**config.mk**
```make
export PLATFORM = sky130hd
export DESIGN_NAME = double_ended_queue_unit
export DESIGN_NICKNAME = d
export VERILOG_FILES = /design/src/deq_pkg.sv /design/src/deq_ctrl.sv /design/src/deq_dpath.sv /design/src/double_ended_queue_unit.sv
export SDC_FILE = /design/constraint.sdc
export NUM_CORES = 1
export LEC_CHECK = 0
export BUFFER_PORTS_ARGS = -buffer_cell sky130_fd_sc_hd__clkbuf_2
export CORE_MARGIN = 10
export CORE_UTILIZATION = 35
export DETAILED_ROUTE_END_ITERATION = 16
export HOLD_SLACK_MARGIN = 0.06
export PLACE_DENSITY = 0.52
export SYNTH_ARGS = -nofsm -noshare
export SYNTH_HDL_FRONTEND = slang
export SYNTH_HIERARCHICAL = 1
export SYNTH_SLANG_ARGS = --single-unit
```
**constraint.sdc**
```tcl
create_clock -name clock -period 11.5 [get_ports clock]
set_input_delay 0 -clock clock [delete_from_list [all_inputs] [get_ports clock]]
set_output_delay 0 -clock clock [all_outputs]
set_load 0.01 [all_outputs]
```
**src/deq_pkg.sv**
```systemverilog
// Shared types and constants for the double-ended queue unit.
// No dependencies; imported by every module of the unit.
`default_nettype none

package deq_pkg;

   localparam int CAPACITY = 16;
   localparam int IDX_W    = $clog2(CAPACITY);
   localparam int CNT_W    = $clog2(CAPACITY + 1);

   localparam logic [2:0] OP_PUSH_BACK  = 3'd0;
   localparam logic [2:0] OP_PUSH_FRONT = 3'd1;
   localparam logic [2:0] OP_POP_FRONT  = 3'd2;
   localparam logic [2:0] OP_POP_BACK   = 3'd3;
   localparam logic [2:0] OP_NONE       = 3'd4;

   localparam logic [1:0] ST_OK    = 2'd0;
   localparam logic [1:0] ST_EMPTY = 2'd1;
   localparam logic [1:0] ST_FULL  = 2'd2;

   typedef struct packed {
      logic [2:0]         operation;
      logic signed [31:0] push_value;
   } req_type;

   typedef struct packed {
      logic [1:0]         status;
      logic signed [31:0] front_value;
      logic signed [31:0] back_value;
      logic [CNT_W-1:0]   entry_count;
      logic               is_empty;
   } rsp_type;

   // Controller to datapath commands
   typedef struct packed {
      logic exec;   // apply the accepted operation and write the store
      logic load;   // read the store into the result register
   } deq_cmd_type;

endpackage

`default_nettype wire

```
**src/deq_ctrl.sv**
```systemverilog
// Sequencer for the double-ended queue unit: execute, then read out.
// Depends on deq_pkg.
`default_nettype none

module deq_ctrl (
   input  wire logic               clock,
   input  wire logic               reset,
   input  wire logic               req_valid,
   output logic                    req_stall,
   output logic                    rsp_valid,
   input  wire logic               rsp_stall,
   output deq_pkg::deq_cmd_type    cmd
);
   import deq_pkg::*;

   localparam logic ST_IDLE = 1'b0;
   localparam logic ST_READ = 1'b1;

   logic state_ff, state_in;
   logic rsp_valid_ff, rsp_valid_in;
   logic accept, load;

   assign req_stall = (state_ff == ST_READ);
   assign accept    = req_valid && !req_stall;
   // The result register is free once its current transfer completes
   assign load      = (state_ff == ST_READ) && (!rsp_valid_ff || !rsp_stall);

   always_comb begin
      state_in = state_ff;
      unique case (state_ff)
         ST_IDLE: begin
            if (accept) state_in = ST_READ;
         end
         ST_READ: begin
            if (load) state_in = ST_IDLE;
         end
         default: state_in = ST_IDLE;
      endcase
   end

   always_comb begin
      rsp_valid_in = rsp_valid_ff;
      if (load) begin
         rsp_valid_in = 1'b1;
      end else if (rsp_valid_ff && !rsp_stall) begin
         rsp_valid_in = 1'b0;
      end
   end

   always_ff @(posedge clock) begin
      if (reset) begin
         state_ff     <= ST_IDLE;
         rsp_valid_ff <= 1'b0;
      end else begin
         state_ff     <= state_in;
         rsp_valid_ff <= rsp_valid_in;
      end
   end

   assign rsp_valid = rsp_valid_ff;
   assign cmd.exec  = accept;
   assign cmd.load  = load;

endmodule

`default_nettype wire

```
**src/deq_dpath.sv**
```systemverilog
// Datapath of the double-ended queue unit: pointers, count, value store
// and result register. Depends on deq_pkg.
`default_nettype none

module deq_dpath (
   input  wire logic                  clock,
   input  wire logic                  reset,
   input  wire deq_pkg::deq_cmd_type  cmd,
   input  wire deq_pkg::req_type      req_data,
   output deq_pkg::rsp_type           rsp_data
);
   import deq_pkg::*;

   logic [31:0]      mem [CAPACITY];

   logic [IDX_W-1:0] front_ff, front_in;
   logic [IDX_W-1:0] back_ff, back_in;
   logic [CNT_W-1:0] count_ff, count_in;
   logic [1:0]       status_ff, status_in;
   rsp_type          rsp_ff;

   logic             wr_en;
   logic [IDX_W-1:0] wr_addr;
   logic             full, empty;

   function automatic logic [IDX_W-1:0] idx_next(input logic [IDX_W-1:0] i);
      return (i == IDX_W'(CAPACITY - 1)) ? '0 : i + 1'b1;
   endfunction

   function automatic logic [IDX_W-1:0] idx_prev(input logic [IDX_W-1:0] i);
      return (i == '0) ? IDX_W'(CAPACITY - 1) : i - 1'b1;
   endfunction

   assign full  = (count_ff == CNT_W'(CAPACITY));
   assign empty = (count_ff == '0);

   always_comb begin
      front_in  = front_ff;
      back_in   = back_ff;
      count_in  = count_ff;
      status_in = ST_OK;
      wr_en     = 1'b0;
      wr_addr   = front_ff;
      unique case (req_data.operation) inside
         OP_PUSH_BACK, OP_PUSH_FRONT: begin
            if (full) begin
               status_in = ST_FULL;
            end else begin
               wr_en    = 1'b1;
               count_in = count_ff + 1'b1;
               if (empty) begin
                  // first value sits where the front already points
                  back_in = front_ff;
                  wr_addr = front_ff;
               end else if (req_data.operation == OP_PUSH_FRONT) begin
                  front_in = idx_prev(front_ff);
                  wr_addr  = idx_prev(front_ff);
               end else begin
                  back_in = idx_next(back_ff);
                  wr_addr = idx_next(back_ff);
               end
            end
         end
         OP_POP_FRONT, OP_POP_BACK: begin
            if (empty) begin
               status_in = ST_EMPTY;
            end else begin
               count_in = count_ff - 1'b1;
               // popping the last value keeps both pointers
               if (count_ff != CNT_W'(1)) begin
                  if (req_data.operation == OP_POP_FRONT) begin
                     front_in = idx_next(front_ff);
                  end else begin
                     back_in = idx_prev(back_ff);
                  end
               end
            end
         end
         default: ;
      endcase
   end

   always_ff @(posedge clock) begin
      if (reset) begin
         front_ff <= '0;
         back_ff  <= '0;
         count_ff <= '0;
      end else if (cmd.exec) begin
         front_ff <= front_in;
         back_ff  <= back_in;
         count_ff <= count_in;
      end
   end

   always_ff @(posedge clock) begin
      if (cmd.exec) status_ff <= status_in;
   end

   always_ff @(posedge clock) begin
      if (cmd.exec && wr_en) mem[wr_addr] <= req_data.push_value;
   end

   // Read both ends in the read-out state, after the write has landed
   always_ff @(posedge clock) begin
      if (cmd.load) begin
         rsp_ff.status      <= status_ff;
         rsp_ff.front_value <= empty ? -32'sd1 : mem[front_ff];
         rsp_ff.back_value  <= empty ? -32'sd1 : mem[back_ff];
         rsp_ff.entry_count <= count_ff;
         rsp_ff.is_empty    <= empty;
      end
   end

   assign rsp_data = rsp_ff;

endmodule

`default_nettype wire

```
**src/double_ended_queue_unit.sv**
```systemverilog
// Top level of the double-ended queue unit: controller plus datapath.
// Depends on deq_pkg, deq_ctrl and deq_dpath.
//
// Bounded double-ended queue of 16 signed 32-bit values. Each request
// carries one operation (push back, push front, pop front, pop back or
// none) and yields exactly one response with the status, the front and
// back values (-1 when empty), the count and an empty flag. A request
// first updates the pointers and writes the store, then reads both ends
// from the store into the response register once that register is free.
// A new request is taken in the cycle after a response is loaded, even
// while that response is still stalled.
`default_nettype none

module double_ended_queue_unit (
   input  wire logic              clock,
   input  wire logic              reset,
   input  wire logic              req_valid,
   output logic                   req_stall,
   input  wire deq_pkg::req_type  req_data,
   output logic                   rsp_valid,
   input  wire logic              rsp_stall,
   output deq_pkg::rsp_type       rsp_data
);
   import deq_pkg::*;

   deq_cmd_type cmd;

   deq_ctrl u_ctrl (
      .clock     (clock),
      .reset     (reset),
      .req_valid (req_valid),
      .req_stall (req_stall),
      .rsp_valid (rsp_valid),
      .rsp_stall (rsp_stall),
      .cmd       (cmd)
   );

   deq_dpath u_dpath (
      .clock    (clock),
      .reset    (reset),
      .cmd      (cmd),
      .req_data (req_data),
      .rsp_data (rsp_data)
   );

endmodule

`default_nettype wire
```
==> results.sh, run 1 <==
export IMPL_vias=14883
export IMPL_gr_usage_all_layers_pct=16.84
export IMPL_fillCellCount=6971
export IMPL_worstPathMaxFanout=70
export IMPL_post_route_period_util_pct=41.64
export IMPL_setup_violations=0
export IMPL_yosysMostFrequentCell="sky130_fd_sc_hd__edfxtp_1"
export IMPL_max_freq_mhz=208.8
export IMPL_unrepaired_setup_endpoints_after_global_routing="false"
export IMPL_register_area_um2=17920
export IMPL_slew_headroom_pct=23.27
export IMPL_detailedPlacementHpwl_mm=40.62
export IMPL_max_slew_worst_pin_slew_ns=1.151
export IMPL_die_area_um2=89340
export IMPL_areaGrowthSynthToFinish_pct=15.67
export IMPL_syn_area_per_cell_um2=18.80
export IMPL_io_buffer_count=112
export IMPL_final_max_slew_viols=0
export IMPL_timing_hold_ws_ns=0.1601
export IMPL_mappedNetlistNets=1495
export IMPL_clock_insertion_delay_worst_skew_ns=0.61
export IMPL_crit_reg2reg_launch="u_dpath/back_ff[2]$_SDFFE_PP0P_"
export IMPL_power_per_standard_cell_area_nw_per_um2=154.0
export IMPL_seq_area_frac_synth_pct=65.74
export IMPL_routed_wire_length_per_instance_um=28.00
export IMPL_numClockSinks=601
export IMPL_wl_mm=75.55
export IMPL_route_detailed_vias_per_inst=5.516
export IMPL_cts_reportedPaths_clkPinSlew_ns=0.06
export IMPL_ys_seq_elements=601
export IMPL_die_x_um=298.9
export IMPL_synthesis_area_um2=27220
export IMPL_tritoncts="built"
export IMPL_final_critical_delay_including_setup_and_external_delays_ns=4.789
export IMPL_yosys_warnings=6
export IMPL_maxCapViolations=0
export IMPL_worst_setup_path_endpoint="u_dpath/mem[10][14]$_DFFE_PP_"
export IMPL_globalRouteOverflowTotal=0
export IMPL_synth_cells=1448
export IMPL_ys_top_cells_by_area="sky130_fd_sc_hd__edfxtp_1 (65%), sky130_fd_sc_hd__mux4_2 (24%), sky130_fd_sc_hd__nor2_1 (1.6%)"
export IMPL_floorplan_initialDensity_pct=35.20
export IMPL_synth_enable_flop_cells=586
export IMPL_worstSetupStartpointType="flop"
export IMPL_synth_lib_cells_used_distinct=61
export IMPL_finalNetCount=1656
export IMPL_i_o_pins=113
export IMPL_power_leakage_nw=9.608
export IMPL_place_congestion=0.7484
export IMPL_cts_max_path_buffers=3
export IMPL_worst_r2r_setup_slack_ns=6.71
export IMPL_crit_start="u_dpath/back_ff[2]$_SDFFE_PP0P_"
export IMPL_ir_worst_vdd_mv=0.1108
export IMPL_min_delay_path_class="input port to flop"
export IMPL_criticalPathCategory="flop to flop"
export IMPL_timing_reg2reg_worst_path_depth=7
export IMPL_worst_r2r_endpoint="u_dpath/mem[10][14]$_DFFE_PP_"
export IMPL_total_clock_buffers_created_by_cts=66
export IMPL_number_of_drc_violations_after_detailed_routing=0
export IMPL_num_rows=102
export IMPL_synth_common_cells="sky130_fd_sc_hd__edfxtp_1 (586), sky130_fd_sc_hd__mux4_2 (288), sky130_fd_sc_hd__nor2_1 (116)"
export IMPL_crit_arrival_ns=5.00
export IMPL_grt_start_max_net_pins=71
export IMPL_postSynth_topFlopCell="sky130_fd_sc_hd__edfxtp_1"
export IMPL_die_y_um=298.9
export IMPL_grt_first_pass_wirelength_mm=110.8
export IMPL_synth_async_sr_flop_share_pct=0
export IMPL_htree_num_levels=3
export IMPL_critPathCaptureType="flop"
export IMPL_skew_ns=0.03185
export IMPL_post_cts_repair_setup_buffers=0
export IMPL_synthDominantAreaCellType="sky130_fd_sc_hd__edfxtp_1"
export IMPL_crit_required_ns=11.71
export IMPL_finalHoldViolations=0
export IMPL_dr_first_iter_drc_count=1508
export IMPL_detail_route_antenna_nets=0
export IMPL_placeableCoreArea_um2=77340
export IMPL_multi_input_area_um2=8843
export IMPL_antenna_found_initial=3
export IMPL_number_of_global_route_vias_before_repair=15763
export IMPL_run_status="finished, final reports clean"
export IMPL_ctsRootBufferMaster="sky130_fd_sc_hd__clkbuf_16"
export IMPL_post_route_cells_drive_above_1_share_pct=34.28
export IMPL_timing_setup_tns_ns=0
export IMPL_synth_largest_type_area_fraction_pct=64.64
export IMPL_drt_pre_antenna_iters=5
## worst min path at each step
stage,start,to,slack [ns],cells past startpoint
2_1_floorplan,reset,u_ctrl/req_stall$_SDFF_PP0_,0.06,1
3_3_place_gp,req_valid,u_ctrl/req_stall$_SDFF_PP0_,0.27,3
3_5_place_dp,req_valid,u_ctrl/req_stall$_SDFF_PP0_,0.27,3
4_1_cts,req_data[32],u_dpath/front_ff[2]$_SDFFE_PP0P_,0.11,5
5_1_grt,req_data[32],u_dpath/front_ff[2]$_SDFFE_PP0P_,0.18,5
6_report,req_data[32],u_dpath/front_ff[2]$_SDFFE_PP0P_,0.16,5
## timing repair
| action | CTS | global route |
|---|---|---|
| resized for setup | 0 | 0 |
| endpoints found under the hold margin | 554 | 0 |
| hold buffers | 40 | 0 |
## sequential cells by signal, summed over array words and instances, names as in the netlist
signal / cells
u_dpath/mem: 512
u_dpath/back_ff: 4
u_ctrl/req_stall: 1
u_dpath/status_ff: 2
u_dpath/front_ff: 4
u_dpath/rsp_data: 72
u_dpath/count_ff: 5
u_ctrl/rsp_valid: 1
## where the power goes
group	internal [W]	total [W]	leakage, nW	switching, W
sequential	0.00243	0.00246	5.35	0.0000297
clock	0.00120	0.00205	1.00	0.000854
combinational	0.000141	0.000331	3.25	0.000190
total	0.00378	0.00485	9.61	0.00107
## metal layers
layer	global-route usage [%]	share of wire, %	up-vias
li1	-	-	6285
met1	22.80	43	8012
met2	27.69	49	474
met3	2.668	5.6	110
met4	5.180	2.4	2
met5	0	0.012	-
## worst max-delay path, cell delays in order (launching register included)
cell and delay, ns:
sky130_fd_sc_hd__dfxtp_4 1.06, sky130_fd_sc_hd__buf_4 1.00, sky130_fd_sc_hd__and3_1 0.27, sky130_fd_sc_hd__o22ai_1 0.10
sky130_fd_sc_hd__mux2i_1 0.22, sky130_fd_sc_hd__mux2i_1 0.33, sky130_fd_sc_hd__nor3_2 0.69, sky130_fd_sc_hd__buf_4 0.64
## per-stage QoR
stage	util, %	std cells	setup slack (ns)	instance area (µm²)	power (W)
2_1_floorplan	-	1448	6.679	27220	0.002707
3_3_place_gp	37.53	2541	6.789	29020	0.002834
3_5_place_dp	37.53	2541	6.712	29020	0.002837
4_1_cts	40.72	2697	6.698	31490	0.004910
5_1_grt	40.72	2698	6.508	31490	0.005033
6_report	40.72	2698	6.711	31490	0.004849
## placed cells by master (no fill, tap or decap), types with 8 or more instances in the layout
master	synthesis	final
sky130_fd_sc_hd__nand3_1	35	35
sky130_fd_sc_hd__inv_1	8	8
sky130_fd_sc_hd__buf_4	3	47
sky130_fd_sc_hd__nand2_1	106	106
sky130_fd_sc_hd__dlygate4sd3_1	0	40
sky130_fd_sc_hd__or2_1	33	33
sky130_fd_sc_hd__nor2_1	116	116
sky130_fd_sc_hd__a21oi_1	14	14
sky130_fd_sc_hd__o21ai_0	38	38
sky130_fd_sc_hd__mux4_2	288	288
sky130_fd_sc_hd__ha_1	8	8
sky130_fd_sc_hd__clkbuf_1	47	17
sky130_fd_sc_hd__xnor2_1	9	9
sky130_fd_sc_hd__clkbuf_16	0	68
sky130_fd_sc_hd__clkinv_1	3	15
sky130_fd_sc_hd__clkbuf_2	1	112
sky130_fd_sc_hd__nor3_2	1	17
sky130_fd_sc_hd__dfxtp_1	15	8
sky130_fd_sc_hd__edfxtp_1	586	586
## logic make-up (layout without fill, tap and decap cells)
group / after synthesis / after routing / share of synthesized area [%]
adder cells (fa/ha/maj): 8 / 8 / 0.3677
AND/OR/NAND/NOR: 335 / 335 / 5.533
AO/OA/AOI/OAI: 80 / 80 / 1.792
other: 0 / 1 / 0
flip-flops: 601 / 601 / 65.74
multiplexers: 297 / 297 / 24.16
buffers and inverters: 118 / 327 / 2.114
XOR/XNOR: 9 / 9 / 0.2896
## final cells by class
class,count,share of cell area (%)
repair buffers,199,4.172
clock inverters,31,0.9575
well taps,1040,4.132
multi-input cells,729,28.08
inverters,12,0.1430
clock buffers,85,5.606
flip-flops and latches,601,56.90
diodes,1,0.007946
Note: power is estimated with default switching activity, not from simulation.
==> run 2: changes to the inputs <==
- PLACE_DENSITY: 0.52 -> 0.54
- clock period: 11.5 -> 3.9 ns (I/O delays scaled with it)
==> run 2 against run 1 <==
Effect of this change: first-iteration DRC count decreased by 10%; clock power grew to 2.9 times the previous value; non-clock buffer count up 10; critical path depth up 1; die area is the same; hold slack worse by 0.051 ns; register-to-register slack worse by 6.0 ns; combinational power grew to 3.1 times the previous value; sequential share of layout area fell by 0.20 points; global-route usage shrank 0.40 points; routed wire length shrank 2.6%; final area increased by 0.36%.
==> results.sh, run 2 (same netlist as run 1, synthesis figures left out) <==
export IMPL_run_status="finished, final reports clean"
export IMPL_route_detailed_vias_per_inst=5.532
export IMPL_crit_reg2reg_launch="u_dpath/count_ff[0]$_SDFFE_PP0P_"
export IMPL_crit_required_ns=4.13
export IMPL_critPathCaptureType="flop"
export IMPL_clock_insertion_delay_worst_skew_ns=0.61
export IMPL_tritoncts="built"
export IMPL_cts_reportedPaths_clkPinSlew_ns=0.06
export IMPL_die_y_um=298.9
export IMPL_ctsRootBufferMaster="sky130_fd_sc_hd__clkbuf_16"
export IMPL_worst_r2r_endpoint="u_dpath/mem[1][18]$_DFFE_PP_"
export IMPL_timing_reg2reg_worst_path_depth=8
export IMPL_timing_hold_worst_path_depth=6
export IMPL_worstSetupStartpointType="flop"
export IMPL_final_max_slew_viols=0
export IMPL_post_route_cells_drive_above_1_share_pct=35.15
export IMPL_postCtsResizedCells=0
export IMPL_path_buf_inv=2
export IMPL_crit_arrival_ns=3.43
export IMPL_hold_path_startpoint="req_data[33]"
export IMPL_die_area_um2=89340
export IMPL_max_freq_mhz=311.6
export IMPL_worst_path_max_delay_cell="sky130_fd_sc_hd__a32o_1"
export IMPL_min_delay_path_class="input port to flop"
export IMPL_die_x_um=298.9
export IMPL_vias=14982
export IMPL_num_rows=102
export IMPL_max_slew_worst_pin_slew_ns=1.115
export IMPL_hold_path_end="u_dpath/front_ff[0]$_SDFFE_PP0P_"
export IMPL_maxCapViolations=0
export IMPL_dr_first_iter_drc_count=1351
export IMPL_drt_pre_antenna_iters=7
export IMPL_detail_route_antenna_nets=0
export IMPL_setup_violations=0
export IMPL_numClockSinks=601
export IMPL_skew_ns=0.02804
export IMPL_slew_headroom_pct=25.69
export IMPL_largest_reg_flops=512
export IMPL_power_w=0.01412
export IMPL_final_critical_delay_including_setup_and_external_delays_ns=3.209
export IMPL_cts_max_path_buffers=3
export IMPL_routed_wire_length_per_instance_um=27.18
export IMPL_criticalPathCategory="flop to flop"
export IMPL_globalRouteOverflowTotal=0
export IMPL_grt_start_max_net_pins=98
export IMPL_grt_first_pass_wirelength_mm=109.6
export IMPL_worstPathCellList="inv_1 > ha_1 > nor3b_1 > nor3_2 > o21ai_0 > a32o_1 > nor3_4 > buf_4"
export IMPL_number_of_drc_violations_after_detailed_routing=0
export IMPL_worst_path_dominant_cell_family="simple AND/OR/NAND/NOR gates"
export IMPL_areaGrowthSynthToFinish_pct=16.09
export IMPL_placeableCoreArea_um2=77340
export IMPL_finalNetCount=1666
export IMPL_place_congestion=0.7726
export IMPL_htree_num_levels=3
export IMPL_power_leakage_nw=9.668
export IMPL_worstPathMaxFanout=22
export IMPL_detailedPlacementHpwl_mm=41.33
export IMPL_antenna_found_initial=2
export IMPL_critical_path_max_stage_delay_ns=0.48
export IMPL_ir_worst_vdd_mv=0.2634
export IMPL_number_of_global_route_vias_before_repair=15952
export IMPL_most_frequent_cells_in_the_layout="sky130_fd_sc_hd__edfxtp_1 (586), sky130_fd_sc_hd__mux4_2 (288), sky130_fd_sc_hd__nor2_1 (116)"
export IMPL_unrepaired_setup_endpoints_after_global_routing="false"
export IMPL_io_buffer_count=112
export IMPL_finalHoldViolations=0
export IMPL_gr_usage_all_layers_pct=16.44
export IMPL_power_per_standard_cell_area_nw_per_um2=446.7
export IMPL_registers_top_by_ff_count="u_dpath/mem"
export IMPL_layout_commonest_cell="sky130_fd_sc_hd__edfxtp_1"
export IMPL_post_route_period_util_pct=82.28
export IMPL_worst_r2r_setup_slack_ns=0.69
export IMPL_total_clock_buffers_created_by_cts=66
export IMPL_i_o_pins=113
export IMPL_wl_mm=73.60
export IMPL_timing_setup_tns_ns=0
export IMPL_floorplan_initialDensity_pct=35.20
==> run 2: cell types whose count changed in the layout (fill, tap and decap cells not counted), moves of 3 or more <==
| cell | before | now |
|---|---|---|
| sky130_fd_sc_hd__clkinv_2 | 5 | 9 |
| sky130_fd_sc_hd__nor3_4 | 0 | 8 |
| sky130_fd_sc_hd__bufinv_16 | 5 | 2 |
| sky130_fd_sc_hd__clkbuf_1 | 17 | 13 |
| sky130_fd_sc_hd__nor3_2 | 17 | 9 |
| sky130_fd_sc_hd__buf_12 | 0 | 4 |
| sky130_fd_sc_hd__buf_4 | 47 | 55 |
| sky130_fd_sc_hd__clkbuf_8 | 0 | 3 |
==> run 2: through the flow <==
| step | utilization, % | hold slack, ns | worst slack, ns | std cells | instance area, µm² |
|---|---|---|---|---|---|
| 2_1_floorplan | - | 0.06244 | -0.9207 | 1448 | 27260 |
| 3_3_place_gp | 37.77 | 0.2661 | 0.7912 | 2553 | 29210 |
| 3_5_place_dp | 37.77 | 0.2678 | 0.7785 | 2553 | 29210 |
| 4_1_cts | 40.86 | 0.06377 | 0.7409 | 2707 | 31600 |
| 5_1_grt | 40.86 | 0.1267 | 0.4997 | 2707 | 31600 |
| 6_report | 40.87 | 0.1089 | 0.6911 | 2708 | 31610 |
==> run 2: cell type report <==
type / instances / area [µm²]
antenna: 1 / 2.502
multi-input combinational: 729 / 8894
inverter: 12 / 45.04
timing repair buffer: 209 / 1434
clock buffer: 83 / 1767
tap: 1040 / 1301
fill: 6918 / 45730
sequential: 601 / 17920
clock inverter: 33 / 244.0
==> run 2: power by group <==
group          total (W)  switching [W]  internal [W]  leakage [nW]
sequential       0.00723      0.0000484       0.00718          5.35
clock            0.00586        0.00251       0.00335         0.979
combinational    0.00103       0.000607      0.000428          3.34
==> run 2: layer usage <==
layer	vias up	GRT usage, %	part of all wire [%]	routed length (µm)
li1	6309	-	-	-
met1	7990	21.96	42	31040
met2	565	26.85	48	35700
met3	114	3.138	6.8	4999
met4	4	5.323	2.5	1850
met5	-	0	0.020	15
==> run 2: worst max path at each step <==
stage                                                 from                            to  slack [ns]  depth (start not counted)
final                     u_dpath/count_ff[0]$_SDFFE_PP0P_  u_dpath/mem[1][18]$_DFFE_PP_        0.69                          8
after detailed placement  u_dpath/count_ff[0]$_SDFFE_PP0P_  u_dpath/mem[1][13]$_DFFE_PP_        0.78                          8
after global routing      u_dpath/count_ff[0]$_SDFFE_PP0P_  u_dpath/mem[1][30]$_DFFE_PP_        0.50                          8
after floorplan           u_dpath/front_ff[1]$_SDFFE_PP0P_  u_dpath/mem[10][0]$_DFFE_PP_       -0.92                          9
after global placement     u_dpath/back_ff[0]$_SDFFE_PP0P_  u_dpath/mem[5][13]$_DFFE_PP_        0.79                          8
after CTS                 u_dpath/count_ff[0]$_SDFFE_PP0P_  u_dpath/mem[1][18]$_DFFE_PP_        0.74                          8
==> run 2: worst reg2reg max path: stages, from the launching register on <==
cell                      delay (ns)
sky130_fd_sc_hd__dfxtp_1        0.42
sky130_fd_sc_hd__inv_1          0.12
sky130_fd_sc_hd__ha_1           0.24
sky130_fd_sc_hd__nor3b_1        0.18
sky130_fd_sc_hd__nor3_2         0.41
sky130_fd_sc_hd__o21ai_0        0.24
sky130_fd_sc_hd__a32o_1         0.48
sky130_fd_sc_hd__nor3_4         0.26
sky130_fd_sc_hd__buf_4          0.48
==> run 2: repair_timing <==
action,4_1_cts,5_1_grt
buffers inserted,0,0
hold endpoints to repair,530,0
endpoints found under the setup margin,0,0
hold buffers,38,0
==> run 3: changes to the inputs <==
- PLACE_DENSITY: 0.54 -> 0.52
- clock period: 3.9 -> 3.3 ns (I/O delays scaled with it)
==> run 3 against run 2 <==
Effect of this change: worst setup slack got worse by 0.38 ns; sequential share of layout area is 0.91 points lower; global-route usage up 0.59 points; clock power grew 30%; critical path type unchanged.
==> results.sh, run 3 (same netlist as run 1, synthesis figures left out) <==
export IMPL_run_status="finished, final reports clean"
export IMPL_skew_ns=0.02849
export IMPL_max_slew_worst_pin_slew_ns=1.106
export IMPL_maxCapViolations=0
export IMPL_largest_reg_flops=512
export IMPL_areaGrowthSynthToFinish_pct=17.97
export IMPL_register_area_um2=17920
export IMPL_post_route_period_util_pct=90.47
export IMPL_setup_violations=0
export IMPL_detailedPlacementHpwl_mm=45.24
export IMPL_htree_num_levels=3
export IMPL_slew_headroom_pct=24.79
export IMPL_crit_arrival_ns=3.24
export IMPL_ctsRootBufferMaster="sky130_fd_sc_hd__clkbuf_16"
export IMPL_gr_usage_all_layers_pct=17.03
export IMPL_die_x_um=298.9
export IMPL_floorplan_initialDensity_pct=35.20
export IMPL_post_route_util_pct=41.53
export IMPL_i_o_pins=113
export IMPL_grt_start_max_net_pins=92
export IMPL_final_critical_delay_including_setup_and_external_delays_ns=2.986
export IMPL_place_congestion=0.7768
export IMPL_timing_setup_tns_ns=0
export IMPL_power_leakage_nw=9.883
export IMPL_post_cts_repair_setup_buffers=0
export IMPL_route_detailed_vias_per_inst=5.507
export IMPL_worst_path_max_delay_cell="sky130_fd_sc_hd__a32o_1"
export IMPL_antenna_found_initial=3
export IMPL_worstPathMaxFanout=15
export IMPL_clock_insertion_delay_worst_skew_ns=0.60
export IMPL_multi_input_area_um2=8970
export IMPL_number_of_global_route_vias_before_repair=15970
export IMPL_number_of_drc_violations_after_detailed_routing=0
export IMPL_routed_wire_length_per_instance_um=28.03
export IMPL_registers_top_by_ff_count="u_dpath/mem"
export IMPL_cts_max_path_buffers=3
export IMPL_finalNetCount=1671
export IMPL_post_route_cells_drive_above_1_share_pct=35.96
export IMPL_most_frequent_cells_in_the_layout="sky130_fd_sc_hd__edfxtp_1 (586), sky130_fd_sc_hd__mux4_2 (288), sky130_fd_sc_hd__nor2_1 (116)"
export IMPL_finalHoldViolations=0
export IMPL_max_freq_mhz=335.0
export IMPL_vias=14947
export IMPL_unrepaired_setup_endpoints_after_global_routing="false"
export IMPL_die_area_um2=89340
export IMPL_worstSetupStartpointType="flop"
export IMPL_layout_commonest_cell="sky130_fd_sc_hd__edfxtp_1"
export IMPL_numClockSinks=601
export IMPL_io_buffer_count=112
export IMPL_timing_hold_ws_ns=0.1857
export IMPL_timing_final_ws_setup_ns=0.3145
export IMPL_die_y_um=298.9
export IMPL_min_delay_path_class="input port to flop"
export IMPL_post_place_ws_ns=0.3681
export IMPL_ir_worst_vdd_mv=0.2725
export IMPL_criticalPathCategory="flop to flop"
export IMPL_drt_pre_antenna_iters=5
export IMPL_num_rows=102
export IMPL_wl_mm=76.07
export IMPL_placeableCoreArea_um2=77340
export IMPL_dr_first_iter_drc_count=1253
export IMPL_postCtsResizedCells=0
export IMPL_final_max_slew_viols=0
export IMPL_detail_route_antenna_nets=0
export IMPL_globalRouteOverflowTotal=0
export IMPL_critical_path_max_stage_delay_ns=0.50
export IMPL_worst_path_dominant_cell_family="simple AND/OR/NAND/NOR gates"
export IMPL_critical_path_top_cell_by_count="sky130_fd_sc_hd__buf_4"
export IMPL_grt_first_pass_wirelength_mm=112.6
export IMPL_num_antenna_cells=0
export IMPL_path_buf_inv=3
export IMPL_cts_reportedPaths_clkPinSlew_ns=0.06
export IMPL_tritoncts="built"
export IMPL_power_per_standard_cell_area_nw_per_um2=543.1
export IMPL_critPathCaptureType="flop"
export IMPL_worstPathCellList="inv_1 > ha_1 > nor3b_1 > nor3_2 > buf_4 > o21ai_0 > a32o_1 > nor3_4 > buf_4"
export IMPL_fillCellCount=6883
export IMPL_crit_required_ns=3.55
export IMPL_total_clock_buffers_created_by_cts=67
export IMPL_power_w=0.01744
run 3: changes by cell type in the layout (fill, tap and decap cells not counted), moves of 3 or more:
cell / previous run / this run
sky130_fd_sc_hd__nor3_4: 8 / 16
sky130_fd_sc_hd__buf_4: 55 / 42
sky130_fd_sc_hd__clkbuf_8: 3 / 0
sky130_fd_sc_hd__buf_12: 4 / 20
sky130_fd_sc_hd__bufinv_16: 2 / 10
sky130_fd_sc_hd__clkinv_2: 9 / 12
sky130_fd_sc_hd__clkbuf_1: 13 / 8
sky130_fd_sc_hd__nor3_2: 9 / 1
run 3: worst paths after layout:
check        slack, ns  depth (start not counted)                              from                         endpoint
max               0.31                          9  u_dpath/count_ff[0]$_SDFFE_PP0P_     u_dpath/mem[1][21]$_DFFE_PP_
min               0.19                          5                      req_data[32]  u_dpath/back_ff[2]$_SDFFE_PP0P_
max reg2reg       0.31                          9  u_dpath/count_ff[0]$_SDFFE_PP0P_     u_dpath/mem[1][21]$_DFFE_PP_
min reg2reg       0.42                          0    u_dpath/status_ff[1]$_DFFE_PP_   u_dpath/rsp_data[71]$_DFFE_PP_
run 3: through the flow:
stage / cells / area, µm²
5_1_grt: 2714 / 32120
3_5_place_dp: 2556 / 29510
2_1_floorplan: 1448 / 27440
3_3_place_gp: 2556 / 29510
4_1_cts: 2714 / 32120
6_report: 2714 / 32120
run 3: metal layers:
metal	up-vias	part of all wire [%]	routed length, µm	global-route usage [%]
met3	89	7.9	6044	4.526
li1	6331	-	-	-
met2	543	47	35720	26.45
met4	2	1.8	1404	4.525
met5	-	0.017	13	0
met1	7982	43	32890	23.49
run 3: report_power, final:
| part | total (W) | internal [W] | switching, W |
|---|---|---|---|
| combinational | 0.00129 | 0.000519 | 0.000774 |
| sequential | 0.00853 | 0.00848 | 0.0000443 |
| clock | 0.00762 | 0.00460 | 0.00303 |
| total | 0.0174 | 0.0136 | 0.00385 |
run 3: cell type report:
class                      count  area share, %
clock inverter                42          1.434
timing repair buffer         213          5.189
sequential                   601          55.79
multi-input combinational    729          27.93
inverter                      12         0.1402
tap                         1040          4.051
clock buffer                  77          5.469
run 3: worst min-delay path: stages:
cell,delay [ns]
sky130_fd_sc_hd__clkbuf_2,0.17
sky130_fd_sc_hd__nand3_1,0.10
sky130_fd_sc_hd__nand4bb_1,0.28
sky130_fd_sc_hd__a2111o_1,0.13
sky130_fd_sc_hd__a21oi_1,0.05
run 3: what timing repair did:
item,CTS,global route
setup endpoints to repair,0,0
hold buffers,39,0
hold endpoints to repair,530,0
